--- src/rtl/mtt3_pkg.sv ---
// Package for move_toward_target_3d: request/result structs, widths, cell-stage type.
// No dependencies.
`default_nettype none
package mtt3_pkg;
    localparam int PosW   = 32;
    localparam int StepW  = 31;
    localparam int DiffW  = 33;
    localparam int AbsW   = 32;  // |D| < 2^32 (max is 2^32-1)
    localparam int SqW    = 66;  // sum of three squares < 3*2^64
    localparam int RootW  = 35;  // floor sqrt < 2^33, kept at 35 bits as in the root search
    localparam int RootSt = 35;  // one root bit per cell
    localparam int QuoW   = 32;  // quotient <= |D|
    localparam int DivSt  = 32;  // one quotient bit per cell

    typedef struct packed {
        logic signed [PosW-1:0] now_x;
        logic signed [PosW-1:0] now_y;
        logic signed [PosW-1:0] now_z;
        logic signed [PosW-1:0] dest_x;
        logic signed [PosW-1:0] dest_y;
        logic signed [PosW-1:0] dest_z;
        logic [StepW-1:0]       step_len;
    } t_req;

    typedef struct packed {
        logic signed [PosW-1:0] out_x;
        logic signed [PosW-1:0] out_y;
        logic signed [PosW-1:0] out_z;
        logic                   arrived;
    } t_res;

    // Common payload carried along both cell chains
    typedef struct packed {
        logic signed [PosW-1:0] now_x;
        logic signed [PosW-1:0] now_y;
        logic signed [PosW-1:0] now_z;
        logic signed [PosW-1:0] dest_x;
        logic signed [PosW-1:0] dest_y;
        logic signed [PosW-1:0] dest_z;
        logic [2:0]             neg;    // sign of D per axis
        logic [AbsW-1:0]        ad_x;
        logic [AbsW-1:0]        ad_y;
        logic [AbsW-1:0]        ad_z;
        logic [StepW-1:0]       step;
    } t_ctx;

    // Root cell state: remainder and partial root (restoring bitwise sqrt)
    typedef struct packed {
        logic         vld;
        t_ctx         ctx;
        logic [SqW:0] rem;     // sum with consumed pairs removed
        logic [RootW-1:0] root;
    } t_rcell;

    // Divide cell state: three dividends shifted through, partial remainders
    typedef struct packed {
        logic            vld;
        t_ctx            ctx;
        logic            arr;
        logic [RootW-1:0] len;
        logic [62:0]     nx;   // products shifted left per step
        logic [62:0]     ny;
        logic [62:0]     nz;
        logic [RootW:0]  rx;
        logic [RootW:0]  ry;
        logic [RootW:0]  rz;
        logic [QuoW-1:0] qx;
        logic [QuoW-1:0] qy;
        logic [QuoW-1:0] qz;
    } t_dcell;
endpackage
`default_nettype wire

--- src/rtl/mtt3_root_cell.sv ---
// One cell of the square-root chain: decides one root bit per cycle.
// Depends on mtt3_pkg.
`default_nettype none
module mtt3_root_cell (
    input  wire logic             i_clk,
    input  wire logic             i_rst_n,
    input  wire logic [5:0]       i_bit,
    input  wire mtt3_pkg::t_rcell i_cell,
    output mtt3_pkg::t_rcell      o_cell
);
    import mtt3_pkg::*;
    t_rcell r_cell, n_cell;
    logic [SqW+2:0] trial;  // wide enough for 1 << 2*bit at the top bit

    // remainder method: trial = (root << (bit+1)) | (1 << 2*bit), as root holds bits above
    always_comb begin
        n_cell = i_cell;
        trial  = ({{(SqW+3-RootW){1'b0}}, i_cell.root} << (i_bit + 6'd1))
                 | ({{(SqW+2){1'b0}}, 1'b1} << {i_bit, 1'b0});
        if ({2'b00, i_cell.rem} >= trial) begin
            n_cell.rem  = i_cell.rem - trial[SqW:0];
            n_cell.root = i_cell.root | (RootW'(1) << i_bit);
        end
    end

    always_ff @(posedge i_clk) begin
        if (!i_rst_n) begin
            r_cell.vld <= 1'b0;
        end else begin
            r_cell.vld <= n_cell.vld;
        end
        r_cell.ctx  <= n_cell.ctx;
        r_cell.rem  <= n_cell.rem;
        r_cell.root <= n_cell.root;
    end
    assign o_cell = r_cell;
endmodule
`default_nettype wire

--- config.mk ---
export PLATFORM = sky130hd
export DESIGN_NAME = mtt3_root_cell
export DESIGN_NICKNAME = d
export VERILOG_FILES = /design/src/rtl/mtt3_pkg.sv /design/src/rtl/mtt3_root_cell.sv
export SDC_FILE = /design/constraint.sdc
export NUM_CORES = 1
export LEC_CHECK = 0
export ABC_CLOCK_PERIOD_IN_PS = 8300
export BUFFER_PORTS_ARGS = -buffer_cell sky130_fd_sc_hd__buf_2
export CORE_AREA = 2 2 335 337
export DETAILED_ROUTE_END_ITERATION = 12
export DIE_AREA = 0 0 337 339
export GPL_ROUTABILITY_DRIVEN = 0
export PLACE_DENSITY = 0.44
export SLEW_MARGIN = 20
export SYNTH_ARGS = -nofsm -noshare
export SYNTH_HDL_FRONTEND = slang
export SYNTH_SLANG_ARGS = --single-unit
--- constraint.sdc ---
create_clock -name i_clk -period 8.3 [get_ports i_clk]
set_clock_uncertainty 0.1 [all_clocks]
set_input_delay 0.83 -clock i_clk [delete_from_list [all_inputs] [get_ports i_clk]]
set_output_delay 0.83 -clock i_clk [all_outputs]
set_load 0.01 [all_outputs]
After elaboration in Yosys (flattened, before gate mapping)
Index checks and enable logic that the tools add are counted.

Flip-flop bits (word level): 425. Input port bits: 433. Logic and storage cells: 23.

Multiplexer cells: 1. $add $sub $neg: 2. Shifts and indexed selects: 3. Order comparisons: 1. Bitwise logic cells: 2.

Operators by type and width (number): $mux W102 (1); $ge A67 B69 Y1 (1); $or A69 B69 Y69 (1); $shl A1 B7 Y69 const A (1); $shl A35 B6 Y69 (1); $sub A67 B67 Y67 (1); $or A35 B35 Y35 (1); $shl A1 B6 Y35 const A (1); $add A6 B1 Y6 const B (1).

Logic depth before layout (Yosys ltp)
Depth after elaboration: 5. Gate-level depth with buffers: 31. Mapped depth without buffers: 21.

Worst setup path after synthesis
OpenSTA, ideal clock, no wires.

Path type: input port to flip-flop. Start: input port i_bit[0]. End: register r_cell (netlist bit o_cell[99]). Path slack: 1.873 ns. Data arrival time: 6.204 ns. Cell stages on the path: 27. Required time: 8.077 ns. Cell sequence: buf_6 inv_1 buf_1 ha_1 buf_6 buf_2 buf_1 buf_1 mux4_2 mux2i_1 nand2_1 o21ai_0 nor2_1 a21oi_1 nor2_1 a21oi_1 ha_1 clkbuf_1 a21o_1 a21o_1 a2111oi_0 o31ai_1 a31o_2 a221o_1 a211oi_1 xnor2_1 mux2_1.

RTL lines: from (decl) (line mtt3_root_cell.sv:7) `input wire logic [5:0] i_bit,`; to (decl) (line mtt3_root_cell.sv:12) `t_rcell r_cell, n_cell;`.

==> metrics list <==
- Post-synthesis async set-or-reset flop share: 0%
- In the routed design, unresolved DRC markers number 0.
* Area of the die: roughly 0.11 mm^2
- Internal power contribution: roughly 4300 uW
- During synthesis, Yosys emitted a total of 0 warnings.
- Die W: 337 um
- The total area inside the core boundary comes to 0.110 mm^2.
* Flip-flop count of the largest register after layout: around 430
* WHS Endpoint: o_cell[221]
- Starting density of the core: around 15%
* Min Tclk post-route: ~6.9 ns
- Resized Gates After CTS: 0
- The startpoint identified for the worst hold timing path is i_cell[221].
* Final Slew Violations: 0
* Post-route clock period utilization: 82.6%
* WHS: between 0.15 and 0.2 ns
* Signed area change from the synthesized netlist to the final layout: 45.8%
* Remaining global-route overflow: 0
* Critical setup path kind: input port to register
- Once detail routing completed, the nets flagged for antenna violations numbered 0.
* Worst-case clock buffer depth: 3
- Antenna violations before repair: 60
* Number of input and output port buffers inserted: 857
- Number of cells produced by synthesis: between 1500 and 2000
- Clock-pin slew was measured on the worst setup and hold paths at approximately 0.060 ns.
- The floorplan has between 100 and 150 rows.
* Number of buffers inserted during clock tree synthesis: 54
- Count of H-tree levels built during CTS: 2
* Routed length per instance: 26.2 um
- TritonCTS clock tree: yes
* Hold buffers post-CTS: 0
- Setup total negative slack on the finished layout was measured at 0 ns.
* Cells on Worst Hold Path: 1
* Count of flip-flops with a built-in enable after synthesis: 0
- Final-stage net count: slightly above 3000
- Global-route wire length before repair: 141 mm
- The final count of hold timing violations was 0.
- The number of global-route vias before repair was 16714.
* PnR Total Power: 6530 uW
* Arrival time reported for the critical path endpoint: 7.27 ns
* Total wire length after detailed routing: 106 mm
* Clk pwr share: ~36%
* Number of distinct standard cells referenced by the synthesized netlist: 76
- Cells fill about 23% of the core in the end.
- The pre-antenna-repair detailed-routing pass consisted of 5 iterations.
- For this run, the top clock speed supported by timing is 146 MHz.
* Setup repair after global routing missed its margin: no
* Largest vdd supply drop: 167 uV
* Worst-path fanout max: 31
- Dpl hpwl: approximately 90 mm
- A synthesized cell averages about 10 um^2.
* Endpoint kind of the worst setup timing path: register
- Required time reported for the critical path endpoint: between 8 and 9 ns
- Number of buffers inserted to repair setup after CTS: 0
- Root buffer cell: clkbuf_16
* Pin count of the biggest net entering global routing: 41
* Classification of the worst-slack hold path: input port to register
- Sequential elements use 49.9% of the synthesized area.
- For this run, the total global-route usage over all layers was measured as roughly 18%.
* Net Count, Synth: 2181
- The worst pin sits at a relative slew slack of a little under two fifths.
- Mapped cell area: approximately 0.017 mm^2
- Part of the power in combinational logic: between 20% and 30%
- The synthesized design contains approximately 430 register bits.
- Power per unit of standard cell area: 263 mW/mm^2
- The first routing iteration left approximately 1100 violations.
- Setup violations, final: 0
- CTS Sinks: roughly 430
- Max Cap Viol: 0
- DR vias/cell: slightly above 4
- Summing all non-filler instances in the final layout gives an area of around 0.025 mm^2.
- Of the cells placed in the final design, the portion with a size suffix greater than 1 is between 40% and 50%.
- The run finished with clean final reports.
- Net switching is roughly 34% of the power.
- The most critical setup path has its startpoint at i_bit[1].
- Reported net switching power: about 2200 uW
- LEAKAGE: roughly 0.011 uW
* Die outline height: ~340 um
* Placed cell area: approximately 0.023 mm^2
- For this run, the leading register cell type out of synthesis is dfxtp_1.
- Summing over every cut layer, the via total after detailed routing is between 15000 and 20000.
- Of the total power, registers draw around 36%.
- The worst setup path is launched from an input port.
* I/O pin cnt: roughly 860
* Slew at the pin with the worst max-slew slack: roughly 0.94 ns
[power by group through the flow]
stage          registers [uW]  clock network [uW]  logic, uW
2_1_floorplan            2440                   0        919
3_3_place_gp             2390                   0       1820
3_5_place_dp             2390                   0       1800
4_1_cts                  2350                2470       1810
5_1_grt                  2360                2550       1940
6_report                 2340                2380       1810
[cells in the mapped netlist, drive strengths merged (4+ instances only)]
master  count  area, um^2
dfxtp     425        8510
nand2     174         653
nor2      120         450
a21oi     105         526
ha         72         901
mux2       69         777
o21ai      68         344
clkbuf     66         249
xnor2      44         385
a21o       36         270
inv        35         131
mux2i      35         350
nand4      29         181
buf        28         201
a211oi     27         203
nor3       27         135
mux4       25         566
a31o       24         210
nand3      22         110
o21bai     22         165
a22oi      17         128
a31oi      15         100
xor2       14         123
a221oi     12         105
o31ai      11        82.6
nand2b     10        62.6
o21a       10        75.1
and3        9        56.3
nor2b       8        50.1
o22ai       8        50.1
a21boi      7        52.6
a41o        7        70.1
and2        7        43.8
or3         7        43.8
o211ai      6        45.0
or2         6        37.5
nor4        5        31.3
a22o        4        35.0
nor4b       4        35.0
o221ai      4        41.3
[cells in the final DEF, fill, tap and decap left out, types with 14 or more instances in the layout]
cell type	Yosys	routed
buf_2	8	857
dfxtp_1	425	425
nand2_1	174	174
nor2_1	120	119
a21oi_1	105	105
ha_1	72	71
o21ai_0	66	66
clkbuf_16	0	54
xnor2_1	44	41
a21o_1	36	36
inv_1	35	35
mux2i_1	35	35
mux2_2	35	35
mux2_1	34	34
nand4_1	29	29
a211oi_1	27	27
nor3_1	27	25
buf_4	3	25
mux4_2	24	24
a31o_2	24	24
nand3_1	22	22
o21bai_1	22	22
a22oi_1	17	17
a31oi_1	14	14
[cells by family (layout without fill, tap and decap cells)]
group | after synthesis | count (layout) | share of synthesized area [%]
and+or+nand+nor | 439 | 439 | 11.6
DFF | 425 | 425 | 49.9
AOI/OAI and AO/OA | 422 | 422 | 16.8
muxes | 129 | 129 | 9.92
buffers and inverters | 129 | 1016 | 3.41
adders and majority gates | 73 | 73 | 5.40
xor gates and xnor gates | 58 | 58 | 2.98
other | 0 | 13 | 0
[how the worst max path moves through the flow]
stage          slack, ns  cells after the start    endpoint
2_1_floorplan       1.87                     27  o_cell[99]
3_3_place_gp        0.96                     20  o_cell[56]
3_5_place_dp        1.04                     20  o_cell[64]
4_1_cts             1.73                     20  o_cell[53]
5_1_grt             1.20                     20  o_cell[57]
6_report            1.44                     20  o_cell[57]
[per-stage QoR]
stage               cells  setup WS (ns)
floorplan            1675           1.87
global placement     3954          0.958
detailed placement   3954           1.04
CTS                  4050           1.73
global route         4055           1.20
finish               4063           1.44
[final cells by class]
cell class	instances	area, um^2
clock inverters	27	297
diodes	13	32.5
clock buffers	69	1470
well taps	1488	1860
flip-flops and latches	425	8510
fillers	12211	85500
repair buffers	885	4540
multi-input cells	1121	8040
inverters	35	131
[critical path, stage by stage]
cell and delay (ns):
buf_2 0.18, inv_1 0.10, ha_2 0.43, buf_12 0.24
nand3b_1 0.18, o21ai_0 0.71, o21ai_0 0.46, o21ai_0 0.37
a22oi_1 0.20, ha_1 0.49, and4_1 0.26, nor2b_1 0.35
a221oi_1 0.20, o21ai_0 0.23, a211oi_1 0.11, o21ai_1 0.27
a31oi_2 0.20, o21ai_4 0.75, buf_12 0.29, mux2_2 0.37
[per-layer routing]
layer / up-vias / wire length (um) / GRT usage, %
met2: 891 / 54500 / 32.8
li1: 7771 / - / -
met4: 24 / 3910 / 5.76
met1: 7986 / 39600 / 19.5
met3: 208 / 8160 / 4.83
met5: - / 159 / 0
Note: power is estimated with default switching activity, not from simulation.
