### src/rtl/mtt3_pkg.sv
// Package for move_toward_target_3d: request/result structs, widths, cell-stage type.
// No dependencies.
`default_nettype none
package mtt3_pkg;
    localparam int PosW   = 32;
    localparam int StepW  = 31;
    localparam int DiffW  = 33;
    localparam int AbsW   = 32;  // |D| < 2^32 (max is 2^32-1)
    localparam int SqW    = 66;  // sum of three squares < 3*2^64
    localparam int RootW  = 35;  // floor sqrt < 2^33, kept at 35 bits as in the root search
    localparam int RootSt = 35;  // one root bit per cell
    localparam int QuoW   = 32;  // quotient <= |D|
    localparam int DivSt  = 32;  // one quotient bit per cell

    typedef struct packed {
        logic signed [PosW-1:0] now_x;
        logic signed [PosW-1:0] now_y;
        logic signed [PosW-1:0] now_z;
        logic signed [PosW-1:0] dest_x;
        logic signed [PosW-1:0] dest_y;
        logic signed [PosW-1:0] dest_z;
        logic [StepW-1:0]       step_len;
    } t_req;

    typedef struct packed {
        logic signed [PosW-1:0] out_x;
        logic signed [PosW-1:0] out_y;
        logic signed [PosW-1:0] out_z;
        logic                   arrived;
    } t_res;

    // Common payload carried along both cell chains
    typedef struct packed {
        logic signed [PosW-1:0] now_x;
        logic signed [PosW-1:0] now_y;
        logic signed [PosW-1:0] now_z;
        logic signed [PosW-1:0] dest_x;
        logic signed [PosW-1:0] dest_y;
        logic signed [PosW-1:0] dest_z;
        logic [2:0]             neg;    // sign of D per axis
        logic [AbsW-1:0]        ad_x;
        logic [AbsW-1:0]        ad_y;
        logic [AbsW-1:0]        ad_z;
        logic [StepW-1:0]       step;
    } t_ctx;

    // Root cell state: remainder and partial root (restoring bitwise sqrt)
    typedef struct packed {
        logic         vld;
        t_ctx         ctx;
        logic [SqW:0] rem;     // sum with consumed pairs removed
        logic [RootW-1:0] root;
    } t_rcell;

    // Divide cell state: three dividends shifted through, partial remainders
    typedef struct packed {
        logic            vld;
        t_ctx            ctx;
        logic            arr;
        logic [RootW-1:0] len;
        logic [62:0]     nx;   // products shifted left per step
        logic [62:0]     ny;
        logic [62:0]     nz;
        logic [RootW:0]  rx;
        logic [RootW:0]  ry;
        logic [RootW:0]  rz;
        logic [QuoW-1:0] qx;
        logic [QuoW-1:0] qy;
        logic [QuoW-1:0] qz;
    } t_dcell;
endpackage
`default_nettype wire

### src/rtl/mtt3_div_cell.sv
// One cell of the divide chain: one quotient bit for each axis per cycle.
// Depends on mtt3_pkg.
`default_nettype none
module mtt3_div_cell (
    input  wire logic             i_clk,
    input  wire logic             i_rst_n,
    input  wire mtt3_pkg::t_dcell i_cell,
    output mtt3_pkg::t_dcell      o_cell
);
    import mtt3_pkg::*;
    t_dcell r_cell, n_cell;
    logic [RootW:0] tx, ty, tz;

    // restoring division step; dividend high bit shifts into remainder
    always_comb begin
        n_cell = i_cell;
        tx = {i_cell.rx[RootW-1:0], i_cell.nx[62]};
        ty = {i_cell.ry[RootW-1:0], i_cell.ny[62]};
        tz = {i_cell.rz[RootW-1:0], i_cell.nz[62]};
        n_cell.nx = {i_cell.nx[61:0], 1'b0};
        n_cell.ny = {i_cell.ny[61:0], 1'b0};
        n_cell.nz = {i_cell.nz[61:0], 1'b0};
        n_cell.qx = {i_cell.qx[QuoW-2:0], tx >= {1'b0, i_cell.len}};
        n_cell.qy = {i_cell.qy[QuoW-2:0], ty >= {1'b0, i_cell.len}};
        n_cell.qz = {i_cell.qz[QuoW-2:0], tz >= {1'b0, i_cell.len}};
        n_cell.rx = (tx >= {1'b0, i_cell.len}) ? tx - {1'b0, i_cell.len} : tx;
        n_cell.ry = (ty >= {1'b0, i_cell.len}) ? ty - {1'b0, i_cell.len} : ty;
        n_cell.rz = (tz >= {1'b0, i_cell.len}) ? tz - {1'b0, i_cell.len} : tz;
    end

    always_ff @(posedge i_clk) begin
        if (!i_rst_n) begin
            r_cell.vld <= 1'b0;
        end else begin
            r_cell.vld <= n_cell.vld;
        end
        r_cell.ctx <= n_cell.ctx;
        r_cell.arr <= n_cell.arr;
        r_cell.len <= n_cell.len;
        r_cell.nx  <= n_cell.nx;
        r_cell.ny  <= n_cell.ny;
        r_cell.nz  <= n_cell.nz;
        r_cell.rx  <= n_cell.rx;
        r_cell.ry  <= n_cell.ry;
        r_cell.rz  <= n_cell.rz;
        r_cell.qx  <= n_cell.qx;
        r_cell.qy  <= n_cell.qy;
        r_cell.qz  <= n_cell.qz;
    end
    assign o_cell = r_cell;
endmodule
`default_nettype wire

### config.mk
export PLATFORM = sky130hd
export DESIGN_NAME = mtt3_div_cell
export DESIGN_NICKNAME = d
export VERILOG_FILES = /design/src/rtl/mtt3_pkg.sv /design/src/rtl/mtt3_div_cell.sv
export SDC_FILE = /design/constraint.sdc
export NUM_CORES = 1
export LEC_CHECK = 0
export BUFFER_PORTS_ARGS = -buffer_cell sky130_fd_sc_hd__buf_2
export CAP_MARGIN = 25
export CORE_AREA = 2 2 586 588
export DETAILED_ROUTE_END_ITERATION = 10
export DIE_AREA = 0 0 588 590
export GPL_ROUTABILITY_DRIVEN = 0
export SYNTH_ARGS = -nofsm -noshare
export SYNTH_HDL_FRONTEND = slang
export SYNTH_SLANG_ARGS = --single-unit
### constraint.sdc
create_clock -name i_clk -period 3.3 [get_ports i_clk]
set_input_delay 0.495 -clock i_clk [delete_from_list [all_inputs] [get_ports i_clk]]
set_output_delay 0.495 -clock i_clk [all_outputs]
set_load 0.01 [all_outputs]
# == Word-level counts from Yosys, hierarchy flattened ==
# Index checks and enable logic that the tools add are counted.
# totals
latch_bits,0
mem_count,0
ramBits,0
wordCells,32
input_bits,754
romBits,0
reg_bits,749
out_inout_bits,752
# classes
multipliers,0
n_bitwise,0
n_addsub,3
mux,3
div,0
shifts,0
n_lt_le_gt_ge,3
reduce_logical,0
n_eq_ne,0
# op_table
cell,count
$ge 36x35->1,3
$mux 36,3
$sub 36x35->36,3

# == Logic depth before layout (Yosys ltp) ==
# Gate-level depths: netlist of run 1.
# depth
word_depth,2
depth_mapped,13
depth_no_buf,12

# == Worst setup path before layout of run 1 ==
# OpenSTA, ideal clock, no wires.
# synth_path
path_kind,input-to-reg
startpoint,input i_cell[392] in the netlist's numbering
endpoint,register r_cell (netlist bit o_cell[172])
n_path_buf,1
t_arrival_ns,2.961
required_time_ns,3.179
stages,13
path_slack_ns,0.218
setup_time_ns,0.121
path_cell_list,inv_1 > ha_1 > fa_1 > nor2b_1 > o31ai_1 > a2111o_1 > and3_1 > a21oi_1 > o21a_2 > nor2_4 > inv_2 > buf_6 > mux2_4
# synth_lines
element,line_no,text
start: declaration,mtt3_div_cell.sv:7,"input wire mtt3_pkg::t_dcell i_cell,"
end: declaration,mtt3_div_cell.sv:11,"t_dcell r_cell, n_cell;"

==> results list, run 1 <==
- Outcome: finished with violations
- The checks that failed: setup timing.
- Maximum clock frequency: 0.303 GHz
- Fraction of registers with async set/reset: 0
* Worst endpoint required time: 4.04 ns
- Worst hold path stage count: 2
- Compared with the post-synthesis result, the final layout area differs by 121%.
* Average size of a mapped cell: around 12 um^2
- Clock period minus worst slack: 3.30 ns
- Yosys mapped the design onto 78 distinct sky130hd cell types.
- The root buffer cell chosen for the clock tree is clkbuf_16.
- Share of synthesized area occupied by flip-flops and latches: 0.657
- For this design the ratio of total power to cell area is 593 nW/um^2.
- Fraction of final layout cells sized beyond drive strength 1: 0.463
- TritonCTS Sinks: approximately 750
- Largest fanout of any net on the critical path: 5
- For the pin with the worst max-slew slack, the measured transition is 0.621 ns.
* Most frequent standard cell in the layout excluding fill and tap cells: buf_2
- Die width: 588 um
* CP Class: input pin to flop
* Seq pwr share: 0.337
- Power spent charging and discharging nets: 9.29 mW
* Kind of start point of the critical path: input pin
- In the post-route analysis, the smallest setup slack over all paths is -0.00150 ns.
- Fraction of power consumed by combinational cells: 0.211
* DRC violation total after the first TritonRoute iteration: 1624
* Register bit total from synthesis: ~750
- Wire length on met1: approximately 90000 um
- Synthesis produced roughly 1900 cells.
- At the end of the flow the core is filled with cells to 0.148.
- DRT antenna net count: 0
* Post-CTS setup buffer count: 0
* Count of pins over their slew limit: 0
- Most used DFF post-synth: dfxtp_1
* Biggest area contributors in the synthesized netlist: dfxtp_1, ha_1, a21oi_1
- Cell breakdown of the critical path: dlygate4sd3_1, buf_2, inv_1, buf_12, ha_2, a21o_1, a211oi_1, a2111o_1, and3_1, a21oi_1, buf_4, o211a_1, o21a_1, o31ai_1, buf_4
- Summed over all layers, the routed wires come to 316000 um.
- The most numerous cell type found on the critical path is buf_4.
- The via count of the first global-routing pass was 26629.
- Setup repair after global routing missed its margin: no
* Initial antenna violation count: 303
- Summing all multi-input logic gate instances after layout gives 7330 um^2.
- Total design power: 29.8 mW
* Number of detailed-route iterations in the first pass: 5
* Post-Syn Area: 22800 um^2
* Endpoint kind of the worst setup timing path: flop
* Filler cell count in the final layout: between 30000 and 40000
- First-pass GRT wire length: 370000 um
- Final net count: 5358
- The analysis attributes to cell leakage a power of 22.6 nW.
- Switching share of power: 0.311
- Boundary Pins: approximately 1500
- For this configuration, the core starts out at a cell density of 0.0669.
- Commonest cells after routing, fill and taps aside: buf_2, dfxtp_1, dlygate4sd3_1
- Summing all flip-flop and latch instances after layout gives roughly 15000 um^2.
* Total negative slack for setup checks: -0.00150 ns
* DR DRC count: 0
* Top-area cell type share of the netlist area: 0.657
* Max Root-Sink Buffers: 4
- The number of hold-slack violations in the final timing report was 0.
- The routed layout has 27007 vias.
- For this run, the total global-route usage over all layers was measured as 0.175.
- CTS tree: yes
* Number of synthesized flops with an enable pin: 0
* Number of flip-flops in the largest register: 749
* DR vias/cell: 2.93
* Aggregate global routing overflow: 0
- Cell accounting for the most synthesized area: dfxtp_1
- Placed wire-length estimate after detailed placement: 285000 um
- Data arrival, critical path: roughly 4.0 ns
- Wirelength per Cell: 34.3 um
- The worst-case IR drop observed on VDD is about 0.64 mV.
* Highest metal layer used by the detailed router: met5
* Vertical die dimension: a little under 600 um
- The floorplan step defined a die boundary enclosing 347000 um^2.
* Count of standard-cell rows: 215
- Clock tree synthesis inserted a total of 112 buffers.
- The routed design uses about 170000 um of met2 wire.
* Area of the placeable core: about 340000 um^2
- H-tree levels: 3
* Maximum cell stage delay along the critical path: 0.54 ns
- Largest net degree at the start of global routing: 22
* Part of the total power dissipated in the clock network: 0.452
* Final worst path period share: 1.00
- The slowest stage of the critical path belongs to the cell dlygate4sd3_1.
- After clock tree synthesis, the clock-pin slew on the worst setup and hold paths is 0.06 ns.
- Summed over all nets, wire length on met3 after detailed routing comes to 43800 um.
* Kind of path behind the tightest hold check: input pin to flop
* Number of synthesis warnings: 0
- The tool flagged a number of max-cap violations equal to 0.
* I/O Buffers: 1496
- Setup violations remaining at the end of the flow were counted as 1.
* Internal power: 20.6 mW
- Headroom to the max-slew limit came out at 0.582.
## repair_timing
action,4_1_cts,5_1_grt
endpoints found under the setup margin,0,49
hold endpoints to repair,735,0
hold buffers,737,0
gates resized for setup,0,14
## power by group through the flow
stage                     sequential [mW]  clock, mW  combinational [mW]
after global routing                 10.1       14.3                6.69
after global placement               10.3          0                5.36
after detailed placement             10.3          0                5.37
after floorplan                      10.5          0                1.44
after CTS                            10.1       14.0                6.45
final                                10.1       13.5                6.30
## critical path, delay by kind of cell
family | cells | cell delay (ns)
buffers and inverters | 6 | 1.35
adder cells (fa/ha/maj) | 1 | 0.31
AND/OR/NAND/NOR | 1 | 0.21
AO/OA/AOI/OAI | 7 | 1.66
## final timing paths
check,from,end,slack [ns]
worst max-delay path,i_cell[398],o_cell[200]$_DFF_P_,-0.002
worst min-delay path,i_cell[394],o_cell[394]$_DFF_P_,0.08
## through the flow
step	setup WS (ns)	hold slack [ns]	std cells	instance area, um^2
floorplan	0.218	0.523	1856	22800
finish	-0.00150	0.0795	9220	50300
global route	0.00181	0.0300	9186	50300
detailed placement	-0.333	0.599	8202	38700
CTS	0.00137	0.00112	9144	50100
global placement	-0.339	0.598	8202	38700
## synth_stat cells (7+ instances only)
cell and n:
a211oi_1 13, a21o_1 55, a21oi_1 143, a31oi_1 16
and2_1 9, and3_1 18, buf_2 11, clkbuf_1 31
dfxtp_1 749, ha_1 105, inv_1 63, mux2_2 17
mux2_4 45, nand2_1 70, nand2b_1 9, nand3_1 29
nand4_1 21, nor2_1 74, nor2b_1 16, nor3_1 25
o211ai_1 11, o21a_1 22, o21ai_0 67, o21bai_1 9
o31ai_1 10, or2_2 7, xnor2_1 57, xor2_1 34
## cell families after synthesis
group	after synthesis	share of synthesized area
AOI/OAI and AO/OA	413	0.116
adders and majority gates	108	0.0602
xor gates and xnor gates	91	0.0349
DFF	749	0.657
muxes	67	0.0405
and+or+nand+nor	307	0.0674
other	1	0.000164
buffers and inverters	118	0.0236
## layout make-up
| type | instances | area share |
|---|---|---|
| Timing Repair Buffer | 2579 | 0.355 |
| Sequential cell | 749 | 0.298 |
| Multi-Input combinational cell | 989 | 0.146 |
| Tap cell | 4557 | 0.113 |
| Clock buffer | 142 | 0.0617 |
| Antenna cell | 76 | 0.00378 |
| Inverter | 65 | 0.00490 |
| Clock inverter | 63 | 0.0180 |
## per-layer routing
metal / track usage / up-vias
li1: - / 11881
met1: 0.146 / 12458
met2: 0.332 / 1858
met3: 0.111 / 750
met4: 0.0607 / 60
met5: 0 / -
Power figures use the tool's default switching activity.
==> inputs of run 2 (changes only) <==
--- a/config.mk
+++ b/config.mk
@@ -11,6 +11,8 @@
 export DETAILED_ROUTE_END_ITERATION = 10
 export DIE_AREA = 0 0 588 590
 export GPL_ROUTABILITY_DRIVEN = 0
+export REMOVE_ABC_BUFFERS = 1
+export SLEW_MARGIN = 10
 export SYNTH_ARGS = -nofsm -noshare
 export SYNTH_HDL_FRONTEND = slang
 export SYNTH_SLANG_ARGS = --single-unit
==> run 2 against run 1 <==
The flow now finishes without violations. Core utilization down 0.099 points. Die area is the same. Critical endpoint is now o_cell[104]$_DFF_P_. Sequential share of layout area is 0.20 points higher. Via count is 0.60% lower. Wire length shrank 3.0%. Critical path depth fell by 1. Largest cell class unchanged.
==> results list, run 2 (same netlist as run 1, synthesis figures left out) <==
- Final net count: 5354 (was 5358)
- Placed wire-length estimate after detailed placement: 275000 um (was 285000 um)
- The wire length of the first global-routing pass was 357000 um (was 370000 um).
* Total routed wirelength: 307000 um (was 316000 um)
- The fmax was 0.307 GHz (was 0.303 GHz).
* Area post-placement: 38600 um^2 (was 38700 um^2)
- The layout filler cell count was 38722 (was 38581).
* DR DRC count: 0 (unchanged)
* Die width: 588 um (unchanged)
* Headroom to the max-slew limit: 0.534 (was 0.582)
- The overall routing resource usage came to 0.169 (was 0.175).
* Kind of path behind the tightest hold check: input pin to flop (unchanged)
- Max cap viols: 0 (unchanged)
- The utilization of the core after routing is 0.147 (was 0.148).
- The largest voltage drop on the vdd net came to 0.477 mV (was 0.640 mV).
- DRT antenna net count: 0 (unchanged)
* Commonest cells after routing, fill and taps aside: buf_2, dfxtp_1, dlygate4sd3_1 (unchanged)
- The share of the cycle needed by the critical path after routing is 0.987 (was 1.00).
- Starting utilization of the core area: 0.0669 (unchanged)
- CP Class: input pin to flop (unchanged)
- The detail-routed via count per cell came to 2.91 (was 2.93).
- The clock transition at the registers of the reported paths came to 0.06 ns (about the same).
- I/O Buffers: 1496 (unchanged)
- Leakage component of the power: 22.5 nW (was 22.6 nW)
- The hold slack was 0.0649 ns (was 0.0795 ns).
- Syn-to-layout area delta: 119% (was 121%)
- The initial DRC count came to 1596 (was 1624).
* Post-place setup slack: -0.533 ns (was -0.333 ns)
- The number of H-tree levels is 3 (unchanged).
- Endpoint kind of the worst setup timing path: flop (unchanged)
- Worst setup path start: i_cell[420] (was i_cell[398])
* Number of global-route vias before repair: 26329 (was 26629)
* Worst-margin pin slew: 0.693 ns (was 0.621 ns)
* Aggregate global routing overflow: 0 (unchanged)
* Number of detailed-route iterations in the first pass: 7 (was 5)
- The share of post-route cells with drive strength above 1 is 0.463 (about the same).
* Clock root buffer: clkbuf_16 (unchanged)
- The maximum fanout along the worst path was 21 (was 5).
- The max-slew violation total from the final report is 0 (unchanged).
- Final hold violation count: 0 (unchanged)
- The final instance area was 50000 um^2 (was 50300 um^2).
* Number of flip-flops in the largest register: 749 (unchanged)
- Worst endpoint required time: 3.96 ns (was 4.04 ns)
* Count of standard-cell rows: 215 (unchanged)
* Data arrival, critical path: 3.92 ns (was 4.04 ns)
* Total vias in the final route: 26846 (was 27007)
* Boundary Pins: 1506 (unchanged)
- The full die area came to 347000 um^2 (unchanged).
* Initial antenna violation count: 276 (was 303)
- The worst-case clock buffer depth is 4 (unchanged).
- The overall die height was 590 um (unchanged).
- The wire length per cell came to 33.2 um (was 34.3 um).
- Total power density per cell area: 585 nW/um^2 (was 593 nW/um^2)
* TritonCTS Sinks: 749 (unchanged)
- TritonCTS Buffers: 107 (was 112)
- The CTS tree was yes (unchanged).
- The final sum of negative setup slack is 0 ns (was -0.00150 ns).
- The area of the core came to 341000 um^2 (unchanged).
- The minimum clock period after layout came to 3.26 ns (was 3.30 ns).
- The endpoint of the most critical setup path is o_cell[104]$_DFF_P_ (was o_cell[200]$_DFF_P_).
- The launching element type of the critical path is an input pin (unchanged).
* Most frequent standard cell in the layout excluding fill and tap cells: buf_2 (unchanged)
* Outcome: finished clean (was finished with violations)
* Largest net degree at the start of global routing: 22 (unchanged)
- The post-layout worst setup margin was 0.0418 ns (was -0.00150 ns).
- The number of setup violations in the final report is 0 (was 1).
==> run 2: changes by cell type in the layout (fill, tap and decap cells not counted), moves of 3 or more <==
cell,previous run,this run
a2111oi_1,3,0
buf_12,32,19
buf_4,314,327
clkbuf_1,13,10
clkbuf_16,114,108
diode_2,76,91
inv_6,14,6
==> run 2: power by group <==
part | internal (mW) | switching, mW | total, mW | leakage (nW)
clock | 7.71 | 5.20 | 12.9 | 1.82
sequential | 9.76 | 0.274 | 10.0 | 6.32
combinational | 2.60 | 3.73 | 6.33 | 14.3
total | 20.1 | 9.20 | 29.3 | 22.5
==> run 2: per-stage QoR <==
step | power [mW] | std cells
floorplan | 11.9 | 1803
global placement | 15.7 | 8202
detailed placement | 15.6 | 8202
CTS | 29.9 | 9128
global route | 30.5 | 9183
finish | 29.3 | 9220
==> run 2: area by class of cell <==
type	count	area (um^2)	area share
clock buffers	133	2940	0.0587
diodes	91	228	0.00455
flip-flops and latches	749	15000	0.300
multi-input cells	989	7340	0.147
well taps	4557	5700	0.114
repair buffers	2580	17700	0.354
inverters	65	246	0.00493
clock inverters	56	832	0.0166
==> run 2: repair_timing <==
action / 4_1_cts / 5_1_grt
endpoints found under the hold margin: 736 / 0
setup buffers: 0 / 0
hold buffers: 737 / 0
endpoints found under the setup margin: 0 / 45
gates resized for setup: 0 / 11
==> run 2: critical path, cell delays in order <==
cell	delay, ns
dlygate4sd3_1	0.52
buf_2	0.24
inv_1	0.12
buf_4	0.19
ha_1	0.30
buf_4	0.14
a21oi_1	0.32
buf_4	0.21
o221a_2	0.18
o21ai_0	0.09
o31ai_2	0.29
and2_4	0.24
buf_12	0.19
mux2_2	0.36
==> run 2: worst min-delay path by stage <==
stage | slack [ns] | to | startpoint | depth (start not counted)
final | 0.06 | o_cell[118]$_DFF_P_ | i_cell[117] | 2
after global routing | 0.01 | o_cell[118]$_DFF_P_ | i_cell[117] | 2
after CTS | 0.002 | o_cell[113]$_DFF_P_ | i_cell[112] | 2
after detailed placement | 0.60 | o_cell[478]$_DFF_P_ | i_cell[478] | 1
after global placement | 0.60 | o_cell[603]$_DFF_P_ | i_cell[603] | 1
after floorplan | 0.52 | o_cell[10]$_DFF_P_ | i_cell[9] | 0
==> run 2: routing by layer <==
metal	part of all wire	track usage	up-vias	routed length [um]
met1	0.30	0.148	12377	92400
met4	0.046	0.0553	42	14300
met3	0.15	0.112	714	45300
met5	0.0034	0.0108	-	1040
met2	0.50	0.308	1844	153000
li1	-	-	11869	-
==> inputs of run 3 (changes only) <==
--- a/config.mk
+++ b/config.mk
@@ -5,11 +5,11 @@
 export SDC_FILE = /design/constraint.sdc
 export NUM_CORES = 1
 export LEC_CHECK = 0
-export BUFFER_PORTS_ARGS = -buffer_cell sky130_fd_sc_hd__buf_2
 export CAP_MARGIN = 25
-export CORE_AREA = 2 2 586 588
+export CORE_AREA = 2 2 587 589
 export DETAILED_ROUTE_END_ITERATION = 10
-export DIE_AREA = 0 0 588 590
+export DIE_AREA = 0 0 589 591
+export DONT_BUFFER_PORTS = 1
 export GPL_ROUTABILITY_DRIVEN = 0
 export REMOVE_ABC_BUFFERS = 1
 export SLEW_MARGIN = 10
==> run 3 against run 2 <==
Setup slack better by 0.030 ns. Total power is 4.9% lower. Count of clock-buffer cells in the layout decreased by 13. Via count shrank 18%. Core utilization fell by 2.4 points. Sequential cell count unchanged. Non-clock buffer count shrank 1536. Die area increased by 0.34%.
==> results list, run 3 (same netlist as run 1, synthesis figures left out) <==
- The layout-stage area growth over the synthesis result came to 84.2% (was 119%).
- The critical path endpoint category is a flop (unchanged).
- Worst-margin pin slew: 0.946 ns (was 0.693 ns)
* Sum of buffers and inverters on the critical path: 6 (was 7)
- Clock period minus worst slack: 3.23 ns (was 3.26 ns)
- Finish-stage setup viols: 0 (unchanged)
- The detailed placer's ending HPWL was 278000 um (was 275000 um).
* First-pass GRT wire length: 362000 um (was 357000 um)
- CP top delay family: buffers and inverters (unchanged)
- Global Route Usage Sum: 0.175 (was 0.169)
- The maximum number of pins on one net before global-route repair was 26 (was 22).
- Total routed wirelength: 317000 um (was 307000 um)
- The via count of the first global-routing pass was 21350 (was 26329).
- Commonest cells after routing, fill and taps aside: dlygate4sd3_1, dfxtp_1, buf_4 (was buf_2, dfxtp_1, dlygate4sd3_1)
- Number of flip-flops in the largest register: 749 (unchanged)
* Largest fanout of any net on the critical path: 22 (was 21)
* Worst path most repeated cell: buf_4 (unchanged)
- DR DRC count: 0 (unchanged)
- Count of standard-cell rows: 215 (unchanged)
- Maximum clock frequency: 0.310 GHz (was 0.307 GHz)
- Final worst path period share: 0.978 (was 0.987)
- Kind of start point of the critical path: input pin (unchanged)
* DRC violation total after the first TritonRoute iteration: 1502 (was 1596)
- The max-slew violation total from the final report came to 0 (unchanged).
* TritonCTS Sinks: 749 (unchanged)
- Worst hold path stage count: 3 (was 2)
- The wire length per cell came to 41.3 um (was 33.2 um).
* Number of detailed-route iterations in the first pass: 5 (was 7)
- Die area: 348000 um^2 (was 347000 um^2)
- Setup repair after global routing missed its margin: no
* Max cap viols: 0 (unchanged)
- The worst path arrival time was 3.94 ns (was 3.92 ns).
- The slowest cell on the critical path is dlygate4sd3_1 (unchanged).
- The total of buffers placed on input and output ports came to 0 (was 1496).
- The commonest non-fill, non-tap cell in the layout is dlygate4sd3_1 (was buf_2).
- Final worst setup slack: 0.0717 ns (was 0.0418 ns)
* Clock slew at reported path FFs: 0.07 ns (was 0.06 ns)
- Filler cell count in the final layout: 38538 (was 38722)
- TritonCTS Buffers: 107 (unchanged)
* Boundary Pins: 1506 (unchanged)
- The CTS tree was yes (unchanged).
- Final Util: 0.123 (was 0.147)
- The area of the core was 342000 um^2 (was 341000 um^2).
- The initial core utilization was 0.0668 (was 0.0669).
- The leakage power of the design is 16.3 nW (was 22.5 nW).
* Clock root buffer: clkbuf_16 (unchanged)
* CP Class: input pin to flop (unchanged)
- The number of hold-slack violations in the final timing report came to 0 (unchanged).
* Kind of path behind the tightest hold check: input pin to flop (unchanged)
- The worst hold endpoint was o_cell[134]$_DFF_P_ (was o_cell[118]$_DFF_P_).
- Total vias in the final route: 21909 (was 26846)
- The number of nets in the final layout was 3818 (was 5354).
* Initial antenna violation count: 287 (was 276)
* Headroom to the max-slew limit: 0.369 (was 0.534)
- Total power density per cell area: 662 nW/um^2 (was 585 nW/um^2)
- DR vias/cell: 2.85 (was 2.91)
- Min-Delay Startpoint: i_cell[394] (was i_cell[117])
- The final antenna-violating net count is 0 (unchanged).
* Vertical die dimension: 591 um (was 590 um)
- The delay of the slowest critical-path stage was 0.57 ns (was 0.52 ns).
- The filler-free cell count of the finished design is 7677 (was 9220).
- Worst endpoint required time: 4.01 ns (was 3.96 ns)
- Aggregate global routing overflow: 0 (unchanged)
* Cell breakdown of the critical path: dlygate4sd3_1, inv_1, ha_1, fa_1, nor2b_2, o31ai_1, buf_4, a2111o_1, and3_1, a21oi_1, buf_4, o21a_2, nor2_4, inv_2, buf_12, mux2_2 (was dlygate4sd3_1, buf_2, inv_1, buf_4, ha_1, buf_4, a21oi_1, buf_4, o221a_2, o21ai_0, o31ai_2, and2_4, buf_12, mux2_2)
* Outcome: finished clean (unchanged)
* Die width: 589 um (was 588 um)
- The worst-case clock buffer depth is 4 (unchanged).
* Post-place setup slack: -0.589 ns (was -0.533 ns)
* Worst IR Drop VDD: 0.418 mV (was 0.477 mV)
- Worst Hold Slack: 0.111 ns (was 0.0649 ns)
* Fraction of final layout cells sized beyond drive strength 1: 0.185 (was 0.463)
* Number of instances in the placed design: 6654 (was 8202)
* H-tree levels: 3 (unchanged)
## run 3: cell types whose count changed in the layout (fill, tap and decap cells not counted), moves of 10 or more
cell           before  now
inv_6               6   23
buf_2            1496    0
dlygate4sd3_1     737  750
clkbuf_8           16    1
buf_4             327  275
diode_2            91   81
## run 3: repair_timing
| action | 4_1_cts | 5_1_grt |
|---|---|---|
| resized for setup | 0 | 5 |
| setup endpoints to repair | 0 | 6 |
| endpoints found under the hold margin | 746 | 0 |
| hold buffers | 750 | 0 |
| buffers inserted | 0 | 0 |
## run 3: worst max-delay path by stage
stage,slack (ns),cells after the start,start,endpoint
2_1_floorplan,-0.56,10,i_cell[400],o_cell[100]$_DFF_P_
3_3_place_gp,-0.62,9,i_cell[417],o_cell[203]$_DFF_P_
3_5_place_dp,-0.59,9,i_cell[417],o_cell[203]$_DFF_P_
4_1_cts,0.04,14,i_cell[132],o_cell[132]$_DFF_P_
5_1_grt,0.02,14,i_cell[132],o_cell[132]$_DFF_P_
6_report,0.07,16,i_cell[392],o_cell[171]$_DFF_P_
## run 3: layout make-up
type                            count  area, um^2  area share
Antenna cell                       81         203     0.00482
Clock buffer                      120        2760      0.0656
Multi-Input combinational cell    989        7310       0.174
Clock inverter                     72         875      0.0208
Inverter                           65         249     0.00592
Timing Repair Buffer             1044        9960       0.237
Sequential cell                   749       15000       0.357
Tap cell                         4557        5700       0.136
## run 3: metrics by stage
| step | setup TNS [ns] | total power [mW] | area (um^2) |
|---|---|---|---|
| 2_1_floorplan | -19.54 | 11.9 | 22500 |
| 3_3_place_gp | -13.88 | 14.6 | 30700 |
| 3_5_place_dp | -14.90 | 14.6 | 30700 |
| 4_1_cts | 0 | 28.4 | 41800 |
| 5_1_grt | 0 | 28.8 | 42000 |
| 6_report | 0 | 27.8 | 42100 |
## run 3: routing by layer
metal,wire length (um),track usage
met5,364,0.00473
met4,13600,0.0514
met3,42300,0.100
met2,160000,0.324
met1,100000,0.161
## run 3: report_power, final
| group | switching [mW] | internal (mW) | total [mW] |
|---|---|---|---|
| Clock | 5.44 | 7.02 | 12.5 |
| Sequential | 2.04 | 9.77 | 11.8 |
| Combinational | 1.77 | 1.81 | 3.58 |
| Total | 9.25 | 18.6 | 27.8 |
